$ cat src/rtl/icim_ram.sv
// Generic single-port-write, single-port-read RAM with a registered read.
module icim_ram #(
    parameter int WIDTH = 8,
    parameter int DEPTH = 256,
    parameter int AW    = (DEPTH > 1) ? $clog2(DEPTH) : 1
) (
    input  logic             clk,
    input  logic             wr_en,
    input  logic [AW-1:0]    wr_addr,
    input  logic [WIDTH-1:0] wr_data,
    input  logic [AW-1:0]    rd_addr,
    output logic [WIDTH-1:0] rd_data
);

    logic [WIDTH-1:0] mem [DEPTH];
    logic [WIDTH-1:0] rd_data_reg;

    always_ff @(posedge clk)
    begin
        if (wr_en)
        begin
            mem[wr_addr] <= wr_data;
        end
        rd_data_reg <= mem[rd_addr];
    end

    assign rd_data = rd_data_reg;

endmodule

$ cat config.mk
export PLATFORM = sky130hd
export DESIGN_NAME = icim_ram
export DESIGN_NICKNAME = d
export VERILOG_FILES = /design/src/rtl/icim_ram.sv
export SDC_FILE = /design/constraint.sdc
export NUM_CORES = 2
export LEC_CHECK = 0
export BUFFER_PORTS_ARGS = -buffer_cell sky130_fd_sc_hd__buf_2
export CAP_MARGIN = 20
export CORE_MARGIN = 4
export CORE_UTILIZATION = 59
export CTS_CLUSTER_DIAMETER = 150
export DETAILED_ROUTE_END_ITERATION = 10
export GPL_TIMING_DRIVEN = 0
export PLACE_DENSITY = 0.75
export SLEW_MARGIN = 20
export SYNTH_ARGS = -nofsm -noshare
export SYNTH_HDL_FRONTEND = slang
export SYNTH_SLANG_ARGS = --single-unit
$ cat constraint.sdc
create_clock -name clk -period 4.52 [get_ports clk]
set_input_delay 0.226 -clock clk [delete_from_list [all_inputs] [get_ports clk]]
set_output_delay 0.226 -clock clk [all_outputs]
set_load 0.01 [all_outputs]
==> flow_summary.yaml <==
sta:
  drv_slew: 0
  rsz0062_at_grt: "false"
  holdWs_ns: 0.0433
  slew_headroom: 0.0774
  fmax_mhz: 247
  fin_crit_sh: 0.895
  hold_viol_final: 0
  setup_viol: 0
  worst_pin_slew_ns: 1.38
  period_needed_ns: 4.05
  fin_skew_ns: 0.0338
global_routing:
  grt_pass1_vias: 41300
  grt_max_degree: 139
  antenna_found_initial: 17
  grt.total_usage: 0.332
  grt_pass1_wl_mm: 321
  overflow: 0
place:
  post-place-cells: 5552
  port_buffers: 26
  hpwl_mm: 152
  place_congestion: 1.04
  placed_cell_area_um2: 82700
clocking:
  post_cts_buffers: 0
  cts_tree: "built"
  postCtsHoldBufs: 7
  cts_root_buf: "clkbuf_16"
  cts_resized: 0
  cts_buffers: 193
  clk_path_buf_depth: 3
  insertion_delay_ns: 0.82
  clock_sinks: 2056
  htreeDepth: 4
  path_clk_slew_ns: 0.06
floorplan:
  initial_core_util: 0.595
  num_rows: 134
  core-area_um2: 134000
  dieArea_um2: 141000
  die_x_um: 375
  io_pins: 34
  die_y_um: 375
yosys:
  synth_top_area_frac: 0.773
  avgSynthCellArea_um2: 21.3
  synth_cells: 3733
  synth_edf_count: 2048
  syn_nets: 3759
  synth_top_flop_cell: "edfxtp_1"
  yosysWarnings: 0
  ys_types: 55
  ys_seq_area_frac: 0.775
  yosysTopAreaCell: "edfxtp_1"
  synth_area_um2: 79600
  ys_ff_latch: 2056
  yosys-top-cells-area: "edfxtp_1, mux4_2, mux2i_1, nor2_1, a22oi_1"
  async_flop_share: 0
critical_path:
  critPathArrivalTime_ns: 4.67
  end_kind: "register"
  worstSetupPathType: "input pin to register"
  critical_path.max_fanout: 10
  path_delay_family: "buffers and inverters"
  cp_cell_sequence: "buf_2 > buf_2 > nor2b_1 > buf_1 > clkbuf_1 > a22oi_1 > a31oi_1 > nor4_2 > nor4_1"
  cp_num_buf_inv: 4
  crit_top_cell: "buf_2"
  crit_path_top_delay_cell: "clkbuf_1"
  cp-start-kind: "input pin"
  slowest_delay_ns: 1.00
  required_ns: 5.14
detailed_routing:
  vias_per_cell: 7.20
  drc: 1
  vias: 42700
  ant_nets: 0
  wire_per_inst_um: 39.0
  dr.pass1.iters: 11
  drt-total-wl_mm: 231
  drtIter0Drc: 8373
cells_and_area:
  seq_area_um2: 61700
  stdcell_count: 5931
  area_growth_pct: 11.6
  design_area_um2: 88800
  fill_cells: 8219
  fin_nets: 4014
  layout_common_cells: "edfxtp_1, mux4_2, nor2_1"
  final_common_cell: "edfxtp_1"
  largest_reg_flops: 2048
  drive_gt1_frac: 0.223
  multi_input_area_um2: 16500
power:
  vdd_drop_max_mv: 0.373
  power.leakage_nw: 27.4
  p_per_area_nw_per_um2: 438
outcome:
  run_status: "finished with violations"
  violations: "DRC"
flow_run:
  max_cap_violations: 0
worst_hold_path:
  hold_class: "input pin to register"
[cells in the mapped netlist (all sizes together), types with 4 or more instances]
| library cell | n |
|---|---|
| edfxtp | 2048 |
| mux4 | 456 |
| nor2 | 282 |
| mux2i | 134 |
| a22oi | 133 |
| buf | 122 |
| clkbuf | 111 |
| a21oi | 96 |
| o221ai | 47 |
| nand3 | 34 |
| nand2 | 33 |
| nor2b | 31 |
| o22ai | 28 |
| nor4 | 27 |
| nor3 | 22 |
| a211oi | 16 |
| a221oi | 14 |
| o21ai | 12 |
| nand4 | 10 |
| o211ai | 10 |
| a22o | 8 |
| dfxtp | 8 |
| nand2b | 8 |
| and2 | 6 |
| a2111oi | 5 |
| o22a | 5 |
| o32ai | 5 |
| or2 | 4 |
[worst reg2reg max path, delay by kind of cell, from the launching register on]
family             cells  cell delay (ns)
DFF                    1             0.35
AOI/OAI and AO/OA      4             2.08
and+or+nand+nor        1             0.36
muxes                  1             0.50
[power breakdown]
group          total (mW)  switching, mW  internal [mW]
Combinational        2.28           1.58          0.701
Clock                15.6           7.07           8.49
Sequential           21.0         0.0144           21.0
Total                38.9           8.66           30.2
[metrics by stage]
| stage | total power, mW | setup WS, ns | utilization | setup TNS, ns |
|---|---|---|---|---|
| after global placement | 23.6 | -0.461 | 0.613 | -7.46 |
| after floorplan | 22.5 | 2.36 | - | 0 |
| after global routing | 39.7 | 0.709 | 0.664 | 0 |
| after detailed placement | 23.6 | -0.120 | 0.619 | -0.120 |
| final | 38.9 | 0.473 | 0.664 | 0 |
| after CTS | 38.8 | 0.720 | 0.664 | 0 |
[final timing paths]
kind,from,to,slack (ns),depth (start not counted)
worst min register to register,mem[203][6]$_DFFE_PP_,rd_data[6]$_DFF_P_,1.40,5
worst max-delay path,rd_addr[3],rd_data[5]$_DFF_P_,0.47,9
worst max register to register,mem[27][3]$_DFFE_PP_,rd_data[3]$_DFF_P_,0.98,6
worst min-delay path,wr_data[7],mem[58][7]$_DFFE_PP_,0.04,2
[cell families (layout without fill, tap and decap cells)]
kind of cell | count (synthesis) | after routing | share of synthesized area
flops | 2056 | 2056 | 0.775
mux | 591 | 591 | 0.146
simple gates | 466 | 466 | 0.0263
compound gates | 385 | 385 | 0.0342
buf+inv | 235 | 641 | 0.0183
other cells | 0 | 24 | 0
[routing by layer]
layer	track usage	up-vias	wire (um)
met5	0.00412	-	73
met4	0.185	10	16300
met3	0.134	819	36500
met2	0.473	3923	102000
met1	0.442	21700	77000
li1	-	16200	-
[final cells by class]
type | count | area share
Timing Repair Buffer | 60 | 0.0100
Clock buffer | 228 | 0.0564
Buffer | 233 | 0.0168
Multi-Input combinational cell | 1442 | 0.186
Inverter | 2 | 0.0000845
Antenna cell | 24 | 0.000676
Tap cell | 1768 | 0.0249
Sequential cell | 2056 | 0.694
Clock inverter | 118 | 0.0107
(Power assumes the default switching activity.)
